**config.mk**
```make
export PLATFORM = sky130hd
export DESIGN_NAME = altitude_pid_with_target_stepping
export DESIGN_NICKNAME = d
export VERILOG_FILES = /design/src/hw/rtl/altpid_pkg.sv /design/src/hw/rtl/altitude_pid_with_target_stepping.sv /design/src/hw/rtl/altpid_mul.sv /design/src/hw/rtl/altpid_div.sv
export SDC_FILE = /design/constraint.sdc
export NUM_CORES = 1
export LEC_CHECK = 0
export BUFFER_PORTS_ARGS = -buffer_cell sky130_fd_sc_hd__buf_2
export CAP_MARGIN = 10
export CORE_MARGIN = 2
export CORE_UTILIZATION = 45
export DETAILED_ROUTE_END_ITERATION = 10
export HOLD_SLACK_MARGIN = 0.05
export PLACE_DENSITY = 0.61
export SETUP_SLACK_MARGIN = 0.4
export SYNTH_ARGS = -nofsm -noshare
export SYNTH_HDL_FRONTEND = slang
export SYNTH_HIERARCHICAL = 1
export SYNTH_SLANG_ARGS = --single-unit
```
**constraint.sdc**
```tcl
create_clock -name clk_i -period 5.3 [get_ports clk_i]
set_clock_uncertainty 0.2 [all_clocks]
set_input_delay 1.06 -clock clk_i [delete_from_list [all_inputs] [get_ports clk_i]]
set_output_delay 1.06 -clock clk_i [all_outputs]
set_load 0.005 [all_outputs]
```
**src/hw/rtl/altpid_pkg.sv**
```systemverilog
`default_nettype none
// -----------------------------------------------------------------------------
// altpid_pkg
// Shared widths, register indexes, reset values and unit status type for the
// altitude PID controller.
// -----------------------------------------------------------------------------
package altpid_pkg;

  // Field and datapath widths
  localparam int unsigned GAIN_W    = 8;   // gains and step time
  localparam int unsigned LIM_W     = 15;  // integrator clamp magnitude
  localparam int unsigned DRV_W     = 7;   // drive, bounds, target height
  localparam int unsigned ALT_W     = 8;   // measured altitude
  localparam int unsigned ERR_W     = 9;   // target minus altitude, signed
  localparam int unsigned DIFF_W    = 10;  // error difference and derivative, signed
  localparam int unsigned ACC_W     = 16;  // clamped integrator, signed
  localparam int unsigned SUM_W     = 18;  // integrator before the clamp, signed
  localparam int unsigned CMD_W     = 25;  // PID command, signed
  localparam int unsigned DSUM_W    = 26;  // command plus drive offset, signed

  // Serial multiplier: signed multiplicand times unsigned 8-bit multiplier
  localparam int unsigned MUL_AW    = ACC_W;
  localparam int unsigned MUL_BW    = GAIN_W;
  localparam int unsigned MUL_PW    = MUL_AW + MUL_BW;

  // Stream widths
  localparam int unsigned IN_DATA_W  = 16;
  localparam int unsigned OUT_DATA_W = 48;

  // Configuration port
  localparam int unsigned CFG_IDX_W  = 3;
  localparam int unsigned CFG_DATA_W = LIM_W;

  // Target height limits and step default
  localparam logic [DRV_W-1:0] TARGET_MAX   = 7'd100;
  localparam logic [DRV_W-1:0] TARGET_RESET = 7'd50;
  localparam int unsigned      HEIGHT_STEP_DEF = 10;

  // Configuration reset values
  localparam logic [GAIN_W-1:0] PROP_GAIN_RST  = 8'd1;
  localparam logic [GAIN_W-1:0] INTEG_GAIN_RST = 8'd0;
  localparam logic [GAIN_W-1:0] DERIV_GAIN_RST = 8'd1;
  localparam logic [LIM_W-1:0]  INTEG_LIM_RST  = 15'd100;
  localparam logic [GAIN_W-1:0] STEP_TIME_RST  = 8'd1;
  localparam logic [DRV_W-1:0]  DRIVE_MID_RST  = 7'd50;
  localparam logic [DRV_W-1:0]  DRIVE_MIN_RST  = 7'd0;
  localparam logic [DRV_W-1:0]  DRIVE_MAX_RST  = 7'd100;

  // Configuration register indexes
  typedef enum logic [CFG_IDX_W-1:0] {
    REG_PROP_GAIN  = 3'd0,
    REG_INTEG_GAIN = 3'd1,
    REG_DERIV_GAIN = 3'd2,
    REG_INTEG_LIM  = 3'd3,
    REG_STEP_TIME  = 3'd4,
    REG_DRIVE_MID  = 3'd5,
    REG_DRIVE_MIN  = 3'd6,
    REG_DRIVE_MAX  = 3'd7
  } cfg_reg_e;

  // Input item kinds
  localparam logic ACT_BUTTON = 1'b0;
  localparam logic ACT_SAMPLE = 1'b1;

  // Status of a serial arithmetic unit
  typedef struct packed {
    logic busy;  // iterating
    logic done;  // result ready, one-cycle pulse
  } unit_stat_t;

endpackage
`default_nettype wire

```
**src/hw/rtl/altitude_pid_with_target_stepping.sv**
```systemverilog
`default_nettype none
// -----------------------------------------------------------------------------
// altitude_pid_with_target_stepping
// Integer PID altitude controller with a button-stepped target height.
//
//   Channel   Dir  Handshake                       Payload
//   s_axis    in   tvalid/tready                   tuser: action; tdata: button_dir, altitude
//   m_axis    out  tvalid/tready                   tdata: drive, raw_command, height_err,
//                                                         target_now
//   cfg       in   cfg_we_i, no wait               cfg_idx_i selects, cfg_wdata_i value
//
// A button item is taken without leaving idle and gives no result. A sample
// item runs four bit-serial multiplies on one shared multiplier plus one clamp
// and one output step; the next item is taken only once the result is in the
// output register. The derivative divider starts with the first multiply and
// runs alongside it. Reset clears the control state, integrator and last error,
// loads the target and register defaults; payload and output data are not
// reset. A stalled result waits in the output register while the next item is
// taken and worked on.
// -----------------------------------------------------------------------------
module altitude_pid_with_target_stepping #(
  parameter int unsigned HeightStep = altpid_pkg::HEIGHT_STEP_DEF
) (
  input  wire logic                                    clk_i,
  input  wire logic                                    rst_ni,
  // configuration write port
  input  wire logic                                    cfg_we_i,
  input  wire logic [altpid_pkg::CFG_IDX_W-1:0]        cfg_idx_i,
  input  wire logic [altpid_pkg::CFG_DATA_W-1:0]       cfg_wdata_i,
  // input items
  input  wire logic                                    s_axis_tvalid,
  output logic                                         s_axis_tready,
  // [0] button_dir, [8:1] altitude, [15:9] zero
  input  wire logic [altpid_pkg::IN_DATA_W-1:0]        s_axis_tdata,
  // [0] action
  input  wire logic                                    s_axis_tuser,
  // result items
  output logic                                         m_axis_tvalid,
  input  wire logic                                    m_axis_tready,
  // [6:0] drive, [31:7] raw_command, [40:32] height_err, [47:41] target_now
  output logic [altpid_pkg::OUT_DATA_W-1:0]            m_axis_tdata
);
  import altpid_pkg::*;

  localparam logic [DRV_W:0] StepV = (DRV_W+1)'(HeightStep);

  typedef enum logic [6:0] {
    ST_IDLE = 7'b0000001,
    ST_MDT  = 7'b0000010,
    ST_ACC  = 7'b0000100,
    ST_MP   = 7'b0001000,
    ST_MI   = 7'b0010000,
    ST_MD   = 7'b0100000,
    ST_DRV  = 7'b1000000
  } state_e;

  state_e state_q, state_d;

  // Configuration registers
  logic [GAIN_W-1:0] prop_gain_q, integ_gain_q, deriv_gain_q, step_time_q;
  logic [LIM_W-1:0]  integ_lim_q;
  logic [DRV_W-1:0]  drive_mid_q, drive_min_q, drive_max_q;

  always_ff @(posedge clk_i or negedge rst_ni) begin
    if (!rst_ni) begin
      prop_gain_q  <= PROP_GAIN_RST;
      integ_gain_q <= INTEG_GAIN_RST;
      deriv_gain_q <= DERIV_GAIN_RST;
      integ_lim_q  <= INTEG_LIM_RST;
      step_time_q  <= STEP_TIME_RST;
      drive_mid_q  <= DRIVE_MID_RST;
      drive_min_q  <= DRIVE_MIN_RST;
      drive_max_q  <= DRIVE_MAX_RST;
    end else if (cfg_we_i) begin
      unique case (cfg_reg_e'(cfg_idx_i))
        REG_PROP_GAIN:  prop_gain_q  <= cfg_wdata_i[GAIN_W-1:0];
        REG_INTEG_GAIN: integ_gain_q <= cfg_wdata_i[GAIN_W-1:0];
        REG_DERIV_GAIN: deriv_gain_q <= cfg_wdata_i[GAIN_W-1:0];
        REG_INTEG_LIM:  integ_lim_q  <= cfg_wdata_i[LIM_W-1:0];
        REG_STEP_TIME:  step_time_q  <= cfg_wdata_i[GAIN_W-1:0];
        REG_DRIVE_MID:  drive_mid_q  <= cfg_wdata_i[DRV_W-1:0];
        REG_DRIVE_MIN:  drive_min_q  <= cfg_wdata_i[DRV_W-1:0];
        REG_DRIVE_MAX:  drive_max_q  <= cfg_wdata_i[DRV_W-1:0];
        default: ;
      endcase
    end
  end

  // Input field unpack
  logic              in_dir;
  logic [ALT_W-1:0]  in_alt;
  logic              in_acc;

  assign in_dir = s_axis_tdata[0];
  assign in_alt = s_axis_tdata[ALT_W:1];
  assign s_axis_tready = (state_q == ST_IDLE);
  assign in_acc = s_axis_tvalid && s_axis_tready;

  // Controller state and per-sample working registers
  logic [DRV_W-1:0]        target_q;
  logic signed [ACC_W-1:0] integ_acc_q;
  logic signed [ERR_W-1:0] last_err_q;
  logic signed [ERR_W-1:0] err_q;
  logic [DRV_W-1:0]        tgt_now_q;
  logic [GAIN_W-1:0]       dt_q;
  logic signed [CMD_W-1:0] cmd_q;
  logic                    launch_q;

  // Shared serial units
  logic signed [MUL_AW-1:0] mul_a;
  logic [MUL_BW-1:0]        mul_b;
  logic signed [MUL_PW-1:0] mul_prod;
  unit_stat_t               mul_stat, div_stat;
  logic                     mul_start, div_start;
  logic signed [DIFF_W-1:0] div_dvd, div_quo;

  // Launch a multiply once per state; the derivative multiply waits for the divider
  assign mul_start = launch_q && !(state_q == ST_MD && div_stat.busy);
  assign div_start = launch_q && (state_q == ST_MDT);
  assign div_dvd   = DIFF_W'(err_q) - DIFF_W'(last_err_q);

  // Select multiply operands per step
  always_comb begin
    unique case (state_q)
      ST_MDT: begin
        mul_a = MUL_AW'(err_q);
        mul_b = dt_q;
      end
      ST_MP: begin
        mul_a = MUL_AW'(err_q);
        mul_b = prop_gain_q;
      end
      ST_MI: begin
        mul_a = integ_acc_q;
        mul_b = integ_gain_q;
      end
      ST_MD: begin
        mul_a = MUL_AW'(div_quo);
        mul_b = deriv_gain_q;
      end
      default: begin
        mul_a = '0;
        mul_b = '0;
      end
    endcase
  end

  altpid_mul u_mul (
    .clk_i    (clk_i),
    .rst_ni   (rst_ni),
    .start_i  (mul_start),
    .mcand_i  (mul_a),
    .mplier_i (mul_b),
    .prod_o   (mul_prod),
    .stat_o   (mul_stat)
  );

  altpid_div u_div (
    .clk_i   (clk_i),
    .rst_ni  (rst_ni),
    .start_i (div_start),
    .dvd_i   (div_dvd),
    .dvs_i   (dt_q),
    .quo_o   (div_quo),
    .stat_o  (div_stat)
  );

  // Target stepping, clamped to the height range
  logic [DRV_W:0]   tgt_ext, tgt_up;
  logic [DRV_W-1:0] tgt_next;

  assign tgt_ext = {1'b0, target_q};
  assign tgt_up  = tgt_ext + StepV;

  always_comb begin
    if (in_dir) begin
      tgt_next = (tgt_up > {1'b0, TARGET_MAX}) ? TARGET_MAX : tgt_up[DRV_W-1:0];
    end else begin
      tgt_next = (tgt_ext < StepV) ? '0 : DRV_W'(tgt_ext - StepV);
    end
  end

  // Integrator update and clamp
  logic signed [SUM_W-1:0] acc_sum, lim_pos, lim_neg, acc_clamped;

  assign acc_sum = SUM_W'(integ_acc_q) + SUM_W'(mul_prod);
  assign lim_pos = $signed(SUM_W'(integ_lim_q));
  assign lim_neg = -lim_pos;

  always_comb begin
    if (acc_sum > lim_pos) begin
      acc_clamped = lim_pos;
    end else if (acc_sum < lim_neg) begin
      acc_clamped = lim_neg;
    end else begin
      acc_clamped = acc_sum;
    end
  end

  // Drive: offset the command, test the upper bound first
  logic signed [DSUM_W-1:0] drv_sum;
  logic [DRV_W-1:0]         drive;

  assign drv_sum = $signed(DSUM_W'(drive_mid_q)) + DSUM_W'(cmd_q);

  always_comb begin
    if (drv_sum > $signed(DSUM_W'(drive_max_q))) begin
      drive = drive_max_q;
    end else if (drv_sum < $signed(DSUM_W'(drive_min_q))) begin
      drive = drive_min_q;
    end else begin
      drive = drv_sum[DRV_W-1:0];
    end
  end

  logic out_free;
  assign out_free = !m_axis_tvalid || m_axis_tready;

  // Sequencer
  always_comb begin
    state_d = state_q;
    unique case (state_q)
      ST_IDLE: if (in_acc && s_axis_tuser == ACT_SAMPLE) state_d = ST_MDT;
      ST_MDT:  if (mul_stat.done) state_d = ST_ACC;
      ST_ACC:  state_d = ST_MP;
      ST_MP:   if (mul_stat.done) state_d = ST_MI;
      ST_MI:   if (mul_stat.done) state_d = ST_MD;
      ST_MD:   if (mul_stat.done) state_d = ST_DRV;
      ST_DRV:  if (out_free) state_d = ST_IDLE;
      default: state_d = ST_IDLE;
    endcase
  end

  // Control and controller state
  always_ff @(posedge clk_i or negedge rst_ni) begin
    if (!rst_ni) begin
      state_q       <= ST_IDLE;
      launch_q      <= 1'b0;
      target_q      <= TARGET_RESET;
      integ_acc_q   <= '0;
      last_err_q    <= '0;
      m_axis_tvalid <= 1'b0;
    end else begin
      state_q <= state_d;
      // arm a launch on entry to each multiply step, drop it once issued
      if ((state_q == ST_IDLE && state_d == ST_MDT) || state_q == ST_ACC ||
          (mul_stat.done && (state_q == ST_MP || state_q == ST_MI))) begin
        launch_q <= 1'b1;
      end else if (mul_start) begin
        launch_q <= 1'b0;
      end
      if (in_acc && s_axis_tuser == ACT_BUTTON) begin
        target_q <= tgt_next;
      end
      if (state_q == ST_ACC) begin
        integ_acc_q <= ACC_W'(acc_clamped);
        last_err_q  <= err_q;
      end
      if (state_q == ST_DRV && out_free) begin
        m_axis_tvalid <= 1'b1;
      end else if (m_axis_tready) begin
        m_axis_tvalid <= 1'b0;
      end
    end
  end

  // Sample payload registers
  always_ff @(posedge clk_i) begin
    if (in_acc && s_axis_tuser == ACT_SAMPLE) begin
      err_q     <= ERR_W'({2'b00, target_q}) - ERR_W'({1'b0, in_alt});
      tgt_now_q <= target_q;
      dt_q      <= (step_time_q == '0) ? GAIN_W'(1) : step_time_q;
    end
    // accumulate the command terms as each product lands
    if (state_q == ST_ACC) begin
      cmd_q <= '0;
    end else if (mul_stat.done && (state_q == ST_MP || state_q == ST_MI ||
                                   state_q == ST_MD)) begin
      cmd_q <= cmd_q + CMD_W'(mul_prod);
    end
    if (state_q == ST_DRV && out_free) begin
      m_axis_tdata <= {tgt_now_q, err_q, cmd_q, drive};
    end
  end

endmodule
`default_nettype wire

```
**src/hw/rtl/altpid_mul.sv**
```systemverilog
`default_nettype none
// -----------------------------------------------------------------------------
// altpid_mul
// Bit-serial shift-add multiplier: signed multiplicand times unsigned
// multiplier, one multiplier bit per cycle.
// -----------------------------------------------------------------------------
module altpid_mul (
  input  wire logic                                  clk_i,
  input  wire logic                                  rst_ni,
  input  wire logic                                  start_i,
  input  wire logic signed [altpid_pkg::MUL_AW-1:0]  mcand_i,
  input  wire logic        [altpid_pkg::MUL_BW-1:0]  mplier_i,
  output logic signed      [altpid_pkg::MUL_PW-1:0]  prod_o,
  output altpid_pkg::unit_stat_t                     stat_o
);
  import altpid_pkg::*;

  localparam int unsigned CntW = $clog2(MUL_BW);
  localparam logic [CntW-1:0] CntLast = CntW'(MUL_BW - 1);

  logic                     busy_q, done_q;
  logic [CntW-1:0]          cnt_q;
  logic signed [MUL_PW-1:0] mcand_q, prod_q;
  logic [MUL_BW-1:0]        mplier_q;

  // Sequence control
  always_ff @(posedge clk_i or negedge rst_ni) begin
    if (!rst_ni) begin
      busy_q <= 1'b0;
      done_q <= 1'b0;
      cnt_q  <= '0;
    end else begin
      done_q <= 1'b0;
      if (start_i) begin
        busy_q <= 1'b1;
        cnt_q  <= '0;
      end else if (busy_q) begin
        cnt_q <= cnt_q + CntW'(1);
        if (cnt_q == CntLast) begin
          busy_q <= 1'b0;
          done_q <= 1'b1;
        end
      end
    end
  end

  // Shift-add datapath: add the shifted multiplicand where the multiplier bit is set
  always_ff @(posedge clk_i) begin
    if (start_i) begin
      mcand_q  <= MUL_PW'(mcand_i);
      mplier_q <= mplier_i;
      prod_q   <= '0;
    end else if (busy_q) begin
      if (mplier_q[0]) begin
        prod_q <= prod_q + mcand_q;
      end
      mcand_q  <= mcand_q <<< 1;
      mplier_q <= mplier_q >> 1;
    end
  end

  assign prod_o      = prod_q;
  assign stat_o.busy = busy_q;
  assign stat_o.done = done_q;

endmodule
`default_nettype wire

```
**src/hw/rtl/altpid_div.sv**
```systemverilog
`default_nettype none
// -----------------------------------------------------------------------------
// altpid_div
// Restoring divider, one quotient bit per cycle. Signed dividend over an
// unsigned nonzero divisor, quotient truncated toward zero.
// -----------------------------------------------------------------------------
module altpid_div (
  input  wire logic                                  clk_i,
  input  wire logic                                  rst_ni,
  input  wire logic                                  start_i,
  input  wire logic signed [altpid_pkg::DIFF_W-1:0]  dvd_i,
  input  wire logic        [altpid_pkg::GAIN_W-1:0]  dvs_i,
  output logic signed      [altpid_pkg::DIFF_W-1:0]  quo_o,
  output altpid_pkg::unit_stat_t                     stat_o
);
  import altpid_pkg::*;

  localparam int unsigned CntW = $clog2(DIFF_W);
  localparam logic [CntW-1:0] CntLast = CntW'(DIFF_W - 1);

  logic              busy_q, done_q;
  logic [CntW-1:0]   cnt_q;
  logic              neg_q;
  logic [DIFF_W-1:0] mag_q;    // dividend bits shift out, quotient bits shift in
  logic [GAIN_W-1:0] rem_q, dvs_q;
  logic [GAIN_W:0]   trial;
  logic              fits;

  // Shift in the next dividend bit and test the divisor against it
  assign trial = {rem_q, mag_q[DIFF_W-1]};
  assign fits  = (trial >= {1'b0, dvs_q});

  always_ff @(posedge clk_i or negedge rst_ni) begin
    if (!rst_ni) begin
      busy_q <= 1'b0;
      done_q <= 1'b0;
      cnt_q  <= '0;
    end else begin
      done_q <= 1'b0;
      if (start_i) begin
        busy_q <= 1'b1;
        cnt_q  <= '0;
      end else if (busy_q) begin
        cnt_q <= cnt_q + CntW'(1);
        if (cnt_q == CntLast) begin
          busy_q <= 1'b0;
          done_q <= 1'b1;
        end
      end
    end
  end

  // Divide magnitudes, keep the sign apart
  always_ff @(posedge clk_i) begin
    if (start_i) begin
      neg_q <= dvd_i[DIFF_W-1];
      mag_q <= dvd_i[DIFF_W-1] ? DIFF_W'(-dvd_i) : DIFF_W'(dvd_i);
      rem_q <= '0;
      dvs_q <= dvs_i;
    end else if (busy_q) begin
      rem_q <= fits ? GAIN_W'(trial - {1'b0, dvs_q}) : trial[GAIN_W-1:0];
      mag_q <= {mag_q[DIFF_W-2:0], fits};
    end
  end

  assign quo_o       = neg_q ? -$signed(mag_q) : $signed(mag_q);
  assign stat_o.busy = busy_q;
  assign stat_o.done = done_q;

endmodule
`default_nettype wire

```
**After elaboration in Yosys (flattened, before gate mapping)**

Cells that the tools add are included.

- Flip-flop bits (word level): 299
- Input bits: 40
- Output and inout bits: 50
- Word-level logic and storage cells: 145

- $add $sub $neg: 14
- Order comparisons: 7
- Equal/unequal tests: 17
- Muxes and demuxes: 42
- Bitwise gates (word level): 1
- Reductions and logical operators: 33

Operators by type and width:

| kind | count |
|---|---|
| $mux W7 | 11 |
| $pmux W7 S7 | 1 |
| $mux W24 | 2 |
| $pmux W16 S3 | 1 |
| $mux W10 | 4 |
| $mux W16 | 2 |
| $pmux W8 S4 | 1 |
| $add A8 B25 Y26 | 1 |
| $gt A26 B8 Y1 | 1 |
| $lt A26 B8 Y1 | 1 |
| $add A25 B24 Y25 | 1 |
| $add A24 B24 Y24 | 1 |
| $mux W8 | 3 |
| $neg A10 Y10 | 2 |
| $add A16 B18 Y18 | 1 |
| $gt A18 B16 Y1 | 1 |
| $lt A18 B18 Y1 | 1 |
| $neg A15 Y18 | 1 |
| $reduce_and A2 Y1 | 9 |
| $eq A3 B3 Y1 const B | 5 |
| $eq A7 B2 Y1 const B | 2 |
| $mux W1 | 13 |
| $logic_and A1 B1 Y1 | 10 |
| $sub A9 B9 Y10 | 1 |
| other kinds (27) | 38 |

**Longest topological paths before layout**

- Depth after elaboration: 10
- Mapped depth: 21
- Gate-level depth less buffers: 20

**Hierarchy**

The synthesis kept the hierarchy.

By module, submodules not included:

| module | times used | cells each | area each (um^2) | sequential area each (um^2) |
|---|---|---|---|---|
| altitude_pid_with_target_stepping | 1 | 1271 | 12926.1 | 5325.1 |
| altpid_mul | 1 | 354 | 3589.7 | 1566.5 |
| altpid_div | 1 | 230 | 2117.0 | 880.8 |

**Least setup slack after synthesis**

Ideal clock, no wire load.

- Path type: register to register
- Start: reg integ_acc_q[0]
- End: reg integ_acc_q[6]
- Arrival: 4.193 ns
- Data required time: 4.974 ns
- Setup slack: 0.781 ns
- Stages on the path, launching flop included: 21
- Buffers on the path: 0
- Path through: dfrtp_1 ha_1 inv_1 fa_1 nor2b_1 o2111ai_1 nand3_1 a311oi_1 nor3_1 o21a_1 nor2_1 xnor2_1 ha_1 nand2_1 or2_2 nor3_1 nor3_1 o311ai_4 nand3_4 mux2_1 a221o_1

- Word-level cells in the longest chain between the ends: 4
- Elaborated cells on any way between the ends: 5
- Classes of those cells: 1 x add/sub; 2 x order compare; 2 x mux

RTL lines:

| element | RTL line | text |
|---|---|---|
| start: declaration | altitude_pid_with_target_stepping.sv:101 | `logic signed [ACC_W-1:0] integ_acc_q;` |
| start signal: assignment | altitude_pid_with_target_stepping.sv:256 | `integ_acc_q <= ACC_W'(acc_clamped);` |
| $add A16 B18 Y18 (*) | altitude_pid_with_target_stepping.sv:186 | `assign acc_sum = SUM_W'(integ_acc_q) + SUM_W'(mul_prod);` |
| $lt A18 B18 Y1 | altitude_pid_with_target_stepping.sv:193 | `end else if (acc_sum < lim_neg) begin` |
| $mux W16 | altitude_pid_with_target_stepping.sv:193 |  |
| $mux W16 (*) | altitude_pid_with_target_stepping.sv:191 | `if (acc_sum > lim_pos) begin` |

Mark *: on every way between the ends. The rest lies on a longest branch, timed or not.
A chain may end at the register's enable or synchronous reset.

**Worst setup path after layout**

Same ends and word-level chain as after synthesis.

==> impl_metrics.toml <==
[route]
wl_per_cell_um = 17.5
ant_nets = 0
drt_iter0_markers = 904
num_vias = 14100
vias_per_cell = 5.69
routed_wirelength_um = 43600
drt_first_pass_iters = 6
drc = 0

[timing]
rsz0062_at_grt = "false"
worst_hold_slack_ns = 0.220
setup_viol = 0
period_needed_ns = 4.77
hold_violations = 0
timing.fmax_mhz = 209
slew_violations = 0
tns_ns = 0
slew_headroom_pct = 35.7
min_period_over_period_pct = 90.1
worst_pin_slew_ns = 0.963

[placed_design]
dp_hpwl_um = 32200
io_buffers = 81
gp_congestion = 0.873

[final_layout]
area_growth_pct = 13.2
regArea_um2 = 7750
n_antenna_cell = 0
layout_commonest_cell = "nand2_1"
nFillCells = 3673
nets = 2118
drive_gt1_share_pct = 18.6
multi_input_area_um2 = 10300
final_cell_mix = "nand2_1, ha_1, edfxtp_1, nor2_1, a21oi_1"

[logic_synthesis]
yosysWarnings = 6
syn_avg_cell_area_um2 = 10.0
netlist_area_um2 = 18600
synth_cells = 1851
syn_nets = 2043

[cts]
cts_root_buffer = "clkbuf_16"
cts_tree = "done"
cts-buffers-inserted = 36
cts_hold_buf = 0
clock_latency_ns = 0.54
clkSlewWorstSetupHoldPaths_ns = 0.06
clockBufferDepth = 3
cts-htree-levels = 2
clock_sinks = 296

[worst_setup_path]
crit_family = "compound AO/OA/AOI/OAI gates"
critPathKind = "flop to flop"
cp_num_buf_inv = 1
slowest_stage = "or4_1"
worstPathMaxFanout = 7
cp-start-kind = "flop"
crit_chain = "ha_4 -> inv_1 -> fa_2 -> nor2b_2 -> o2111ai_2 -> nand3_2 -> a311oi_4 -> nor3_2 -> o21a_1 -> nor2_2 -> xnor2_2 -> ha_1 -> nand2_1 -> or4_1 -> o41a_2 -> and3_4 -> a41o_1 -> a221o_1"
cp.required_ns = 5.51
slowest_delay_ns = 0.55
cp-end-kind = "flop"
arrival_ns = 4.99

[worst_hold_path]
hold_path_class = "flop to flop"

[power]
power_leakage_nw = 9.25
pwr_density_cell_nw_per_um2 = 479
peakVddDrop_v = 0.000314

[die]
initial_core_util_pct = 45.5
io_pins = 90
die_w_um = 207
fp.dieH_um = 207
core_um2 = 40800
row_count = 74
dieArea_um2 = 43000

[global_route]
antenna_found_initial = 0
grt-ovfl-total = 0
grt_pass1_wl_um = 70900
grt_max_degree = 68
grt_pass1_vias = 13800
grt_use_total_pct = 20.1

[flow_run]
maxCapViolCount = 0

[status]
status = "complete, no violations"
[power breakdown]
group,switching [mW],internal [mW]
registers,0.498,3.01
clock network,0.999,1.57
logic,2.23,1.77
[stage by stage]
stage	util (%)	area (µm²)	total power, mW	setup WS [ns]	cells
floorplan	-	18600	6.49	0.781	1851
global placement	47.8	19500	7.28	0.288	2410
detailed placement	47.8	19500	7.39	0.210	2410
CTS	51.0	20800	10.0	0.406	2476
global route	51.5	21000	10.8	0.380	2485
finish	51.5	21000	10.1	0.525	2485
[registers in the layout (all words and copies together) (netlist names), 8 cells and up]
register and count:
prop_gain_q 8, integ_gain_q 8, last_err_q 9, u_mul/mcand_q 24, cmd_q 25, integ_acc_q 16
step_time_q 8, m_axis_tdata 47, u_div/dvs_q 8, deriv_gain_q 8, u_mul/mplier_q 8, dt_q 8
integ_lim_q 15, u_mul/prod_o 24, err_q 9, u_div/rem_q 8, u_div/mag_q 10
[path summary, 6_finish.rpt]
check,startpoint,to,slack (ns),cells past startpoint
min reg2reg,tgt_now_q[4],m_axis_tdata[45],0.22,0
max reg2reg,integ_acc_q[0],integ_acc_q[6],0.53,18
max in group asynchronous,rst_ni,drive_max_q[5],3.54,2
min in group asynchronous,rst_ni,target_q[2],0.33,1
min,tgt_now_q[4],m_axis_tdata[45],0.22,0
max,integ_acc_q[0],integ_acc_q[6],0.53,18
[layout make-up]
| cell class | count | area share (%) |
|---|---|---|
| inverter | 109 | 1.94 |
| timing repair buffer | 114 | 3.13 |
| clock inverter | 21 | 1.24 |
| tap | 532 | 3.16 |
| clock buffer | 44 | 4.67 |
| sequential | 296 | 36.8 |
| multi-input combinational | 1369 | 49.0 |
[routing by layer]
layer / global-route usage (%) / routed length [µm] / vias to the layer above
met1: 28.4 / 21200 / 6816
li1: - / - / 6969
met5: 0 / 0 / -
met2: 32.0 / 19700 / 302
met4: 5.94 / 801 / 0
met3: 3.01 / 1920 / 55
[timing repair]
item,in CTS,in global routing
endpoints found under the hold margin,0,0
buffers inserted,1,8
gates resized for setup,6,30
gates cloned,0,1
endpoints found under the setup margin,10,16
pin swaps,2,20
Note: power is estimated with default switching activity, not from simulation.
